$ cat config.mk
export PLATFORM = sky130hd
export DESIGN_NAME = two_class_selective_fifo
export DESIGN_NICKNAME = d
export VERILOG_FILES = /design/src/rtl/tcsf_pkg.sv /design/src/rtl/tcsf_ram.sv /design/src/rtl/tcsf_ctrl.sv /design/src/rtl/tcsf_dp.sv /design/src/rtl/two_class_selective_fifo.sv
export SDC_FILE = /design/constraint.sdc
export NUM_CORES = 1
export LEC_CHECK = 0
export ABC_AREA = 1
export BUFFER_PORTS_ARGS = -buffer_cell sky130_fd_sc_hd__buf_2
export CELL_PAD_IN_SITES_DETAIL_PLACEMENT = 0
export CELL_PAD_IN_SITES_GLOBAL_PLACEMENT = 1
export CORE_ASPECT_RATIO = 0.5
export CORE_UTILIZATION = 50
export CTS_BUF_LIST = sky130_fd_sc_hd__clkbuf_4
export DETAILED_ROUTE_END_ITERATION = 16
export GPL_TIMING_DRIVEN = 0
export PLACE_DENSITY = 0.78
export SLEW_MARGIN = 40
export SYNTH_ARGS = -nofsm -noshare
export SYNTH_HDL_FRONTEND = slang
export SYNTH_SLANG_ARGS = --single-unit
$ cat constraint.sdc
create_clock -name i_clk -period 4.8 [get_ports i_clk]
set_clock_uncertainty 0.2 [all_clocks]
set_input_delay 0.48 -clock i_clk [delete_from_list [all_inputs] [get_ports i_clk]]
set_output_delay 0.48 -clock i_clk [all_outputs]
set_load 0.05 [all_outputs]
$ cat src/rtl/tcsf_pkg.sv
`timescale 1ns / 1ps
// shared types and constants of the two-class selective fifo
// no dependencies

package tcsf_pkg;

    localparam logic       CMD_ENQ     = 1'b0;
    localparam logic       CMD_DEQ     = 1'b1;
    localparam logic       CLASS_PREF  = 1'b1;
    localparam logic [3:0] PRIO_RESET  = 4'd1;
    localparam int         TICKET_W    = 16;
    localparam int         SERVER_W    = 4;

    typedef enum logic [1:0] {
        ST_REMOVED  = 2'd0,
        ST_EMPTY    = 2'd1,
        ST_ACCEPTED = 2'd2,
        ST_FULL     = 2'd3
    } t_status;

    typedef enum logic [2:0] {
        S_IDLE,
        S_DISPATCH,
        S_SCAN,
        S_SH_RD,
        S_SH_WR,
        S_DONE
    } t_state;

    typedef struct packed {
        logic    load_item;
        logic    wr_tail;
        logic    wr_idx;
        logic    rd_zero;
        logic    idx_clr;
        logic    idx_inc;
        logic    cnt_dec;
        logic    cap_got;
        logic    set_status;
        t_status status;
        logic    load_out;
    } t_dp_cmd;

    typedef struct packed {
        logic is_enq;
        logic full;
        logic empty;
        logic srv_match;
        logic rd_pref;
        logic more;
        logic idx_zero;
        logic out_free;
    } t_dp_stat;

endpackage

$ cat src/rtl/tcsf_ram.sv
`timescale 1ns / 1ps
// generic single write port ram with registered read
// no dependencies

module tcsf_ram #(
    parameter int WIDTH = 17,
    parameter int DEPTH = 16
) (
    input  logic                     i_clk,
    input  logic                     i_wr_en,
    input  logic [$clog2(DEPTH)-1:0] i_wr_addr,
    input  logic [WIDTH-1:0]         i_wr_data,
    input  logic [$clog2(DEPTH)-1:0] i_rd_addr,
    output logic [WIDTH-1:0]         o_rd_data
);

    logic [WIDTH-1:0] r_mem [DEPTH];
    logic [WIDTH-1:0] r_rd_data;

    always_ff @(posedge i_clk) begin
        if (i_wr_en) begin
            r_mem[i_wr_addr] <= i_wr_data;
        end
        r_rd_data <= r_mem[i_rd_addr];
    end

    assign o_rd_data = r_rd_data;

endmodule

$ cat src/rtl/tcsf_ctrl.sv
`timescale 1ns / 1ps
// control state machine of the two-class selective fifo
// depends on tcsf_pkg

module tcsf_ctrl (
    input  logic              i_clk,
    input  logic              i_rst_n,
    input  logic              i_in_valid,
    output logic              o_in_stall,
    input  tcsf_pkg::t_dp_stat i_stat,
    output tcsf_pkg::t_dp_cmd  o_cmd
);

    tcsf_pkg::t_state r_state;
    tcsf_pkg::t_state n_state;

    always_ff @(posedge i_clk) begin
        if (!i_rst_n) begin
            r_state <= tcsf_pkg::S_IDLE;
        end else begin
            r_state <= n_state;
        end
    end

    always_comb begin
        n_state = r_state;
        unique case (r_state)
            tcsf_pkg::S_IDLE: begin
                if (i_in_valid) begin
                    n_state = tcsf_pkg::S_DISPATCH;
                end
            end
            tcsf_pkg::S_DISPATCH: begin
                if (i_stat.is_enq || i_stat.empty) begin
                    n_state = tcsf_pkg::S_DONE;
                end else begin
                    n_state = tcsf_pkg::S_SCAN;
                end
            end
            tcsf_pkg::S_SCAN: begin
                if (i_stat.srv_match && !i_stat.rd_pref && i_stat.more) begin
                    n_state = tcsf_pkg::S_SCAN;
                end else begin
                    n_state = tcsf_pkg::S_SH_RD;
                end
            end
            tcsf_pkg::S_SH_RD: begin
                if (i_stat.more) begin
                    n_state = tcsf_pkg::S_SH_WR;
                end else begin
                    n_state = tcsf_pkg::S_DONE;
                end
            end
            tcsf_pkg::S_SH_WR: begin
                n_state = tcsf_pkg::S_SH_RD;
            end
            tcsf_pkg::S_DONE: begin
                if (i_stat.out_free) begin
                    n_state = tcsf_pkg::S_IDLE;
                end
            end
            default: begin
                n_state = tcsf_pkg::S_IDLE;
            end
        endcase
    end

    always_comb begin
        o_cmd      = '0;
        o_in_stall = 1'b1;
        unique case (r_state)
            tcsf_pkg::S_IDLE: begin
                o_in_stall      = 1'b0;
                o_cmd.load_item = i_in_valid;
            end
            tcsf_pkg::S_DISPATCH: begin
                if (i_stat.is_enq) begin
                    o_cmd.set_status = 1'b1;
                    if (i_stat.full) begin
                        o_cmd.status = tcsf_pkg::ST_FULL;
                    end else begin
                        o_cmd.status  = tcsf_pkg::ST_ACCEPTED;
                        o_cmd.wr_tail = 1'b1;
                    end
                end else if (i_stat.empty) begin
                    o_cmd.set_status = 1'b1;
                    o_cmd.status     = tcsf_pkg::ST_EMPTY;
                end else begin
                    o_cmd.rd_zero = 1'b1;
                    o_cmd.idx_clr = 1'b1;
                end
            end
            tcsf_pkg::S_SCAN: begin
                o_cmd.cap_got = i_stat.idx_zero || (i_stat.srv_match && i_stat.rd_pref);
                if (i_stat.srv_match && i_stat.rd_pref) begin
                    o_cmd.idx_clr = 1'b0;
                end else if (i_stat.srv_match && i_stat.more) begin
                    o_cmd.idx_inc = 1'b1;
                end else begin
                    // no preferential entry taken: remove the head
                    o_cmd.idx_clr = 1'b1;
                end
            end
            tcsf_pkg::S_SH_RD: begin
                if (!i_stat.more) begin
                    o_cmd.cnt_dec    = 1'b1;
                    o_cmd.set_status = 1'b1;
                    o_cmd.status     = tcsf_pkg::ST_REMOVED;
                end
            end
            tcsf_pkg::S_SH_WR: begin
                o_cmd.wr_idx  = 1'b1;
                o_cmd.idx_inc = 1'b1;
            end
            tcsf_pkg::S_DONE: begin
                o_cmd.load_out = i_stat.out_free;
            end
            default: begin
                o_cmd = '0;
            end
        endcase
    end

endmodule

$ cat src/rtl/tcsf_dp.sv
`timescale 1ns / 1ps
// datapath: entry store, count, scan index, request and result registers
// depends on tcsf_pkg and tcsf_ram

module tcsf_dp #(
    parameter int QUEUE_DEPTH = 16,
    parameter int TICKET_BITS = 16
) (
    input  logic                          i_clk,
    input  logic                          i_rst_n,
    input  logic                          i_cfg_wr_en,
    input  logic [tcsf_pkg::SERVER_W-1:0] i_cfg_wr_data,
    input  logic                          i_cmd,
    input  logic                          i_entry_class,
    input  logic [tcsf_pkg::TICKET_W-1:0] i_ticket,
    input  logic [tcsf_pkg::SERVER_W-1:0] i_server_id,
    output logic                          o_out_valid,
    input  logic                          i_out_stall,
    output logic [1:0]                    o_status,
    output logic                          o_served_class,
    output logic [tcsf_pkg::TICKET_W-1:0] o_served_ticket,
    output logic [tcsf_pkg::SERVER_W-1:0] o_served_server,
    input  tcsf_pkg::t_dp_cmd             i_dp_cmd,
    output tcsf_pkg::t_dp_stat            o_dp_stat
);

    localparam int AW = $clog2(QUEUE_DEPTH);
    localparam int CW = $clog2(QUEUE_DEPTH + 1);
    localparam int EW = TICKET_BITS + 1;

    logic [tcsf_pkg::SERVER_W-1:0] r_prio;
    logic                          r_cmd;
    logic                          r_cls;
    logic [TICKET_BITS-1:0]        r_tk;
    logic [tcsf_pkg::SERVER_W-1:0] r_srv;
    logic [CW-1:0]                 r_count;
    logic [AW-1:0]                 r_idx;
    logic [EW-1:0]                 r_got;
    tcsf_pkg::t_status             r_res;
    logic                          r_out_valid;
    logic [1:0]                    r_out_status;
    logic                          r_out_class;
    logic [tcsf_pkg::TICKET_W-1:0] r_out_ticket;
    logic [tcsf_pkg::SERVER_W-1:0] r_out_server;

    logic [31:0]     tk_in32;
    logic [31:0]     got_tk32;
    logic [CW-1:0]   idx_next;
    logic            ram_wr_en;
    logic [AW-1:0]   ram_wr_addr;
    logic [EW-1:0]   ram_wr_data;
    logic [AW-1:0]   ram_rd_addr;
    logic [EW-1:0]   ram_rd_data;

    assign tk_in32  = 32'(i_ticket);
    assign got_tk32 = 32'(r_got[TICKET_BITS-1:0]);
    assign idx_next = CW'(r_idx) + CW'(1);

    always_comb begin
        ram_wr_en   = i_dp_cmd.wr_tail || i_dp_cmd.wr_idx;
        ram_wr_addr = r_idx;
        ram_wr_data = ram_rd_data;
        if (i_dp_cmd.wr_tail) begin
            ram_wr_addr = r_count[AW-1:0];
            ram_wr_data = {r_cls, r_tk};
        end
        ram_rd_addr = i_dp_cmd.rd_zero ? '0 : idx_next[AW-1:0];
    end

    tcsf_ram #(
        .WIDTH (EW),
        .DEPTH (QUEUE_DEPTH)
    ) u_store (
        .i_clk     (i_clk),
        .i_wr_en   (ram_wr_en),
        .i_wr_addr (ram_wr_addr),
        .i_wr_data (ram_wr_data),
        .i_rd_addr (ram_rd_addr),
        .o_rd_data (ram_rd_data)
    );

    always_ff @(posedge i_clk) begin
        if (!i_rst_n) begin
            r_prio      <= tcsf_pkg::PRIO_RESET;
            r_count     <= '0;
            r_out_valid <= 1'b0;
        end else begin
            if (i_cfg_wr_en) begin
                r_prio <= i_cfg_wr_data;
            end
            if (i_dp_cmd.wr_tail) begin
                r_count <= r_count + CW'(1);
            end else if (i_dp_cmd.cnt_dec) begin
                r_count <= r_count - CW'(1);
            end
            if (i_dp_cmd.load_out) begin
                r_out_valid <= 1'b1;
            end else if (!i_out_stall) begin
                r_out_valid <= 1'b0;
            end
        end
    end

    always_ff @(posedge i_clk) begin
        if (i_dp_cmd.load_item) begin
            r_cmd <= i_cmd;
            r_cls <= i_entry_class;
            r_tk  <= tk_in32[TICKET_BITS-1:0];
            r_srv <= i_server_id;
        end
        if (i_dp_cmd.idx_clr) begin
            r_idx <= '0;
        end else if (i_dp_cmd.idx_inc) begin
            r_idx <= idx_next[AW-1:0];
        end
        if (i_dp_cmd.cap_got) begin
            r_got <= ram_rd_data;
        end
        if (i_dp_cmd.set_status) begin
            r_res <= i_dp_cmd.status;
        end
        if (i_dp_cmd.load_out) begin
            r_out_status <= r_res;
            if (r_res == tcsf_pkg::ST_REMOVED) begin
                r_out_class  <= r_got[EW-1];
                r_out_ticket <= got_tk32[tcsf_pkg::TICKET_W-1:0];
                r_out_server <= r_srv;
            end else begin
                r_out_class  <= 1'b0;
                r_out_ticket <= '0;
                r_out_server <= '0;
            end
        end
    end

    always_comb begin
        o_dp_stat.is_enq    = (r_cmd == tcsf_pkg::CMD_ENQ);
        o_dp_stat.full      = (r_count == CW'(QUEUE_DEPTH));
        o_dp_stat.empty     = (r_count == '0);
        o_dp_stat.srv_match = (r_srv == r_prio);
        o_dp_stat.rd_pref   = (ram_rd_data[EW-1] == tcsf_pkg::CLASS_PREF);
        o_dp_stat.more      = (idx_next < r_count);
        o_dp_stat.idx_zero  = (r_idx == '0);
        o_dp_stat.out_free  = !r_out_valid || !i_out_stall;
    end

    assign o_out_valid     = r_out_valid;
    assign o_status        = r_out_status;
    assign o_served_class  = r_out_class;
    assign o_served_ticket = r_out_ticket;
    assign o_served_server = r_out_server;

endmodule

$ cat src/rtl/two_class_selective_fifo.sv
`timescale 1ns / 1ps
// top level of the two-class selective fifo: controller plus datapath
// depends on tcsf_pkg, tcsf_ctrl, tcsf_dp

// Ordered queue of up to QUEUE_DEPTH entries (class bit and ticket) held in one
// registered-read ram. Every request gives exactly one result through an output
// register, so a new request is taken while the previous result waits. One request
// is worked at a time: an enqueue, a full drop or an empty dequeue passes the
// dispatch and done states before its result is loaded. A dequeue passes dispatch,
// a scan that reads s entries (1 for a normal server, up to the fill for the
// priority server), a shift of the m entries behind the removed one, each moved
// forward by one read and one write of the single ram port pair, and done. The
// next request is accepted in the cycle after the result is loaded, and a result
// still held by the receiver delays the load of the following one.
// After reset the queue is empty and the priority server is 1.

module two_class_selective_fifo #(
    parameter int QUEUE_DEPTH = 16,
    parameter int TICKET_BITS = 16
) (
    input  logic                          i_clk,
    input  logic                          i_rst_n,
    input  logic                          i_cfg_wr_en,
    input  logic [tcsf_pkg::SERVER_W-1:0] i_cfg_wr_data,
    input  logic                          i_in_valid,
    output logic                          o_in_stall,
    input  logic                          i_cmd,
    input  logic                          i_entry_class,
    input  logic [tcsf_pkg::TICKET_W-1:0] i_ticket,
    input  logic [tcsf_pkg::SERVER_W-1:0] i_server_id,
    output logic                          o_out_valid,
    input  logic                          i_out_stall,
    output logic [1:0]                    o_status,
    output logic                          o_served_class,
    output logic [tcsf_pkg::TICKET_W-1:0] o_served_ticket,
    output logic [tcsf_pkg::SERVER_W-1:0] o_served_server
);

    tcsf_pkg::t_dp_cmd  dp_cmd;
    tcsf_pkg::t_dp_stat dp_stat;

    tcsf_ctrl u_ctrl (
        .i_clk      (i_clk),
        .i_rst_n    (i_rst_n),
        .i_in_valid (i_in_valid),
        .o_in_stall (o_in_stall),
        .i_stat     (dp_stat),
        .o_cmd      (dp_cmd)
    );

    tcsf_dp #(
        .QUEUE_DEPTH (QUEUE_DEPTH),
        .TICKET_BITS (TICKET_BITS)
    ) u_dp (
        .i_clk           (i_clk),
        .i_rst_n         (i_rst_n),
        .i_cfg_wr_en     (i_cfg_wr_en),
        .i_cfg_wr_data   (i_cfg_wr_data),
        .i_cmd           (i_cmd),
        .i_entry_class   (i_entry_class),
        .i_ticket        (i_ticket),
        .i_server_id     (i_server_id),
        .o_out_valid     (o_out_valid),
        .i_out_stall     (i_out_stall),
        .o_status        (o_status),
        .o_served_class  (o_served_class),
        .o_served_ticket (o_served_ticket),
        .o_served_server (o_served_server),
        .i_dp_cmd        (dp_cmd),
        .o_dp_stat       (dp_stat)
    );

endmodule
* Word-level counts from Yosys, hierarchy flattened
Memories as Yosys holds them, arrays and structs flattened. A register that Yosys moved wholly into a read port is not among the register bits. Cells that the tools add are included.
Operators by class: add/sub/neg operators 3, multiply operators 0, div/mod/pow operators 0, magnitude comparators 1, eq/ne operators 10, shift-type cells 0, muxes and demuxes 39, bitwise logic cells 1, reductions and logical operators 17
Operators with widths (count):
- $mux W1 | 22
- $mux W3 | 6
- $pmux W3 S6 | 1
- $mux W17 | 1
- $mux W5 | 2
- $mux W4 | 2
- $eq A3 B2 Y1 const B | 2
- $eq A3 B3 Y1 const B | 2
- $pmux W3 S2 | 1
- $add A4 B1 Y5 const B | 1
- $add A5 B1 Y5 const B | 1
- $eq A5 B5 Y1 const B | 1
- $logic_not A5 Y1 | 1
- $lt A5 B5 Y1 | 1
- $sub A5 B1 Y5 const B | 1
- $eq A4 B4 Y1 | 1
- $logic_and A1 B1 Y1 | 4
- $logic_not A4 Y1 | 1
- $logic_or A1 B1 Y1 | 4
- $mux W2 | 2
- $ne A2 B1 Y1 const B | 2
- $pmux W1 S2 | 2
- $eq A3 B1 Y1 const B | 1
- $logic_not A1 Y1 | 3
- other kinds (6) | 6
Storage, ports and cells: register bits after elaboration 81, latch bits 0, bits in writable memories 272, bits in read-only memories 0, input bits 31, output and inout port bits 25, logic and storage cells 87, memories kept 1
Memories:
- u_dp.u_store.r_mem | depth 16, bits a word 17, rd ports 1, clocked after memory_dff 1, wr ports 1, RTL line tcsf_ram.sv:17 | logic [WIDTH-1:0] r_mem [DEPTH];

* Logic depth before layout (Yosys ltp)
word-level depth 7, depth in mapped cells 16, gate-level depth less buffers 14

* Hierarchy
A second synthesis with hierarchy kept.
Second synthesis, totals: cell total of the unflattened synthesis 1494, area total of the unflattened synthesis 15613.7 µm²
By module, submodules not included:
- tcsf_ram | times used 1, cells an instance 1139, area each 12027.8 µm², sequential area each 8508.2 µm²
- tcsf_dp | times used 1, cells an instance 300, area each 3285.7 µm², sequential area each 2202.1 µm²
- tcsf_ctrl | times used 1, cells an instance 55, area each 300.3 µm², sequential area each 60.1 µm²

* Worst setup path before layout
No wires, ideal clock.
path type register to register, from register u_dp.r_idx[0], to register u_dp.r_got[0], enable pin, library setup time 0.397 ns, arrival time 1.991 ns, data required time 4.203 ns, slack 2.212 ns, stages on the path, launching flop included 8, cells stage by stage dfxtp_1 inv_1 buf_2 buf_4 buf_2 ha_1 nand2_1 a21oi_1
RTL lines:
- from (decl) | RTL line tcsf_dp.sv:37 | logic [AW-1:0] r_idx;
- from (signal assigned) | RTL line tcsf_dp.sv:114 | r_idx <= idx_next[AW-1:0];
- to (signal assigned) | RTL line tcsf_dp.sv:117 | r_got <= ram_rd_data;
- to (decl) | RTL line tcsf_dp.sv:38 | logic [EW-1:0] r_got;

* Worst setup path in the final report
from register u_dp.r_idx[0], to register u_dp.u_store.r_rd_data[12], in the netlist u_dp.u_store.o_rd_data[12], read port of u_dp.u_store.r_mem
On the way: cells in the longest elaborated chain, start to end 2
Ends and longest elaborated chain:
- $add A4 B1 Y5 | RTL line tcsf_dp.sv:57 | assign idx_next = CW'(r_idx) + CW'(1);
- via u_dp.idx_next[0] | RTL line tcsf_dp.sv:48 | logic [CW-1:0] idx_next;
- $mux W4 | RTL line tcsf_dp.sv:67 | ram_rd_addr = i_dp_cmd.rd_zero ? '0 : idx_next[AW-1:0];
- to (decl) | RTL line tcsf_ram.sv:18 | logic [WIDTH-1:0] r_rd_data;
The timed path passes the listed nets, and every way through them passes these cells. A chain may end at the register's enable or synchronous reset.

==> qor.csv <==
metric,value,unit
drt-pass1-iter-count,5,
hp-start,i_ticket[4],
power_density,674,nW/um2
min_period_over_period,0.729,
critical_path_arrival,3.98,ns
drive_above_1_share,0.208,
final.min_clock_period,3.50,ns
outcome,completed,
hold_depth,2,
max-cap-violations,0,
antenna_found_initial,4,
rr_worst_depth,13,
dieHeight,127,um
yosysTopAreaCellShare,0.647,
row_count,45,
reg2reg_to,u_dp.u_store.o_rd_data[12],
cts-root-buf,clkbuf_4,
dieArea,31900,um2
numPortBuffers,54,
grt_max_degree,18,
crit_type,flop to flop,
ctsLongestPathBuffers,3,
start_util,0.512,
post-place-cells,1828,
r2r_setup_slack,1.30,ns
timing.fmax,0.286,GHz
path_buf_inv,7,
grt_pass1_wl,63100,um
cts_resized,0,
dp_hpwl,28500,um
finalSetupViolations,0,
fin_tns_setup,0,ns
crit_family,buffers and inverters,
hold_class,primary input to flop,
cts_buffers,83,
synth_area_per_cell,11.6,um2
yosys-top-cells-area,"edfxtp_1 65%, nand3_1 7.7%, nand2_1 4.8%",
cpMostUsedCell,nand3_1,
slew_violations,0,
syn_area,15600,um2
critPathMaxStageDelay,0.35,ns
synth.distinct_cells,29,
ant_nets,0,
wl,42700,um
vias_per_cell,5.46,
vias,11000,
critical_path.slowest_cell,dfxtp_1,
syn_to_final_growth,16.2,%
gp_congestion,0.940,
r2r_start,u_dp.r_idx[0],
wl_per_cell,21.2,um
setup.worst_path.start,u_dp.r_idx[0],
drc,0,
tritoncts,built,
syn_nets,1385,
fin_cells,2015,
yosys_warnings,0,
clk_pin_slew,0.08,ns
worstSetupEndpointType,flop,
n_fill_cell,2467,
grt_pass1_vias,10700,
boundaryPins,56,
die_w,252,um
hold_violations,0,
ir_drop,0.267,mV
worstMarginPinSlew,0.916,ns
core,30500,um2
final_nets,1568,
clock_latency,0.80,ns
drt_iter0_drc,1172,
gr-total-overflow,0,
rsz0062_at_grt,no,
relSlewSlack,0.388,
htree_levels,3,
gr-usage-all-layers,0.274,
cp_cell_sequence,"inv_1, buf_2, buf_4, buf_2, ha_1, clkbuf_2, nand2_2, buf_6, buf_4, nand3_1, nand3_1, nand3_1, nand2_1",
syn_inst,1344,
crit_fanout,10,
cts.sinks,370,
cp.required,5.28,ns
start_kind,flop,
cellLeakagePower,0.00707,uW
holdPathEnd,u_dp.r_tk[4],
seq_area_frac_synth,0.691,
path_depth,13,
yosys_register_bits,370,
yosys.area.top_type,edfxtp_1,
[cells in the final DEF, fill, tap and decap left out, types with 2 or more instances in the layout]
cell,count
nor2_2,2
xor2_1,4
ha_1,9
nor2_4,17
clkbuf_1,23
clkinv_1,13
nand2_1,196
o2111ai_1,51
a21oi_4,2
o21ai_0,12
a31oi_1,2
diode_2,3
inv_1,167
buf_2,82
o21ai_1,2
nand3_1,240
buf_6,10
nand2_2,9
edfxtp_1,336
nand3b_1,34
buf_8,4
nor2_1,71
dlygate4sd3_1,37
or2_2,52
clkbuf_4,128
a21oi_1,17
buf_1,6
buf_4,8
nor3_1,2
inv_2,8
dfxtp_1,34
[flip-flops by register name, indices dropped and copies added, names as in the netlist, 5 cells and up]
name	flops
u_dp.o_served_ticket	16
u_dp.r_count	5
u_dp.r_got	17
u_dp.r_tk	16
u_dp.u_store.o_rd_data	17
u_dp.u_store.r_mem	272
[per-stage QoR]
stage | setup WS [ns] | utilization | total power (uW) | area [um2] | hold WS [ns]
CTS | 1.20 | 0.594 | 12100 | 18100 | 0.171
floorplan | 2.21 | - | 7490 | 15600 | 0.209
global placement | 1.26 | 0.538 | 9400 | 16400 | 0.216
detailed placement | 1.22 | 0.547 | 9600 | 16600 | 0.221
global route | 1.12 | 0.594 | 12800 | 18100 | 0.175
finish | 1.30 | 0.594 | 12200 | 18100 | 0.230
[cell usage after synthesis]
master and n:
edfxtp_1 336, nand2_1 200, a21oi_1 19, xor2_1 4, xor2_2 1, buf_4 8
o21ai_1 2, buf_1 6, or2_2 52, a21oi_2 1, a31oi_1 2, ha_1 9
nor2_1 88, nor3_1 2, fa_1 1, nand3_4 1, nand2_2 5, buf_2 28
inv_1 167, clkbuf_1 24, dfxtp_1 34, xnor2_1 1, nand3_1 240, inv_2 5
o21ai_0 13, o2111ai_1 51, nand3b_1 34, buf_6 8, nor2_2 2
[where the power goes]
| group | switching (uW) | internal, uW | leakage [uW] | total, uW |
|---|---|---|---|---|
| sequential | 169 | 4520 | 0.00333 | 4690 |
| combinational | 3760 | 1250 | 0.00310 | 5010 |
| clock | 1230 | 1270 | 0.000644 | 2500 |
| total | 5160 | 7040 | 0.00707 | 12200 |
[cell families (layout without fill, tap and decap cells)]
logic type | after synthesis | count (layout) | synth area share
other | 0 | 3 | 0
buffers and inverters | 246 | 491 | 0.0673
adders and majority gates | 10 | 10 | 0.00851
and+or+nand+nor | 624 | 624 | 0.188
xor gates and xnor gates | 6 | 6 | 0.00385
DFF | 370 | 370 | 0.691
AOI/OAI and AO/OA | 88 | 88 | 0.0409
[what timing repair did]
item,4_1_cts,5_1_grt
hold buffers,37,0
endpoints found under the hold margin,51,0
buffers inserted,0,0
[worst max path at each step]
| stage | slack [ns] | endpoint |
|---|---|---|
| final | 1.30 | u_dp.u_store.o_rd_data[12] |
| after global routing | 1.12 | u_dp.u_store.o_rd_data[8] |
| after CTS | 1.20 | u_dp.u_store.o_rd_data[14] |
| after detailed placement | 1.22 | u_dp.u_store.o_rd_data[14] |
| after global placement | 1.26 | u_dp.u_store.o_rd_data[14] |
| after floorplan | 2.21 | u_dp.r_got[0] |
[layout make-up]
class,instances,area [um2],share of cell area
buffer,74,404,0.0223
clock inverter,19,104,0.00574
sequential,370,10800,0.595
tap,423,529,0.0292
multi-input combinational,728,3930,0.217
antenna,3,7.51,0.000415
timing repair buffer,98,751,0.0415
inverter,172,646,0.0357
clock buffer,128,961,0.0531
[layer usage]
| metal | track usage | routed length [um] |
|---|---|---|
| met5 | 0 | 0 |
| met4 | 0.0972 | 1250 |
| met3 | 0.0981 | 4740 |
| met2 | 0.411 | 18400 |
| met1 | 0.370 | 18400 |
Note: power is estimated with default switching activity, not from simulation.
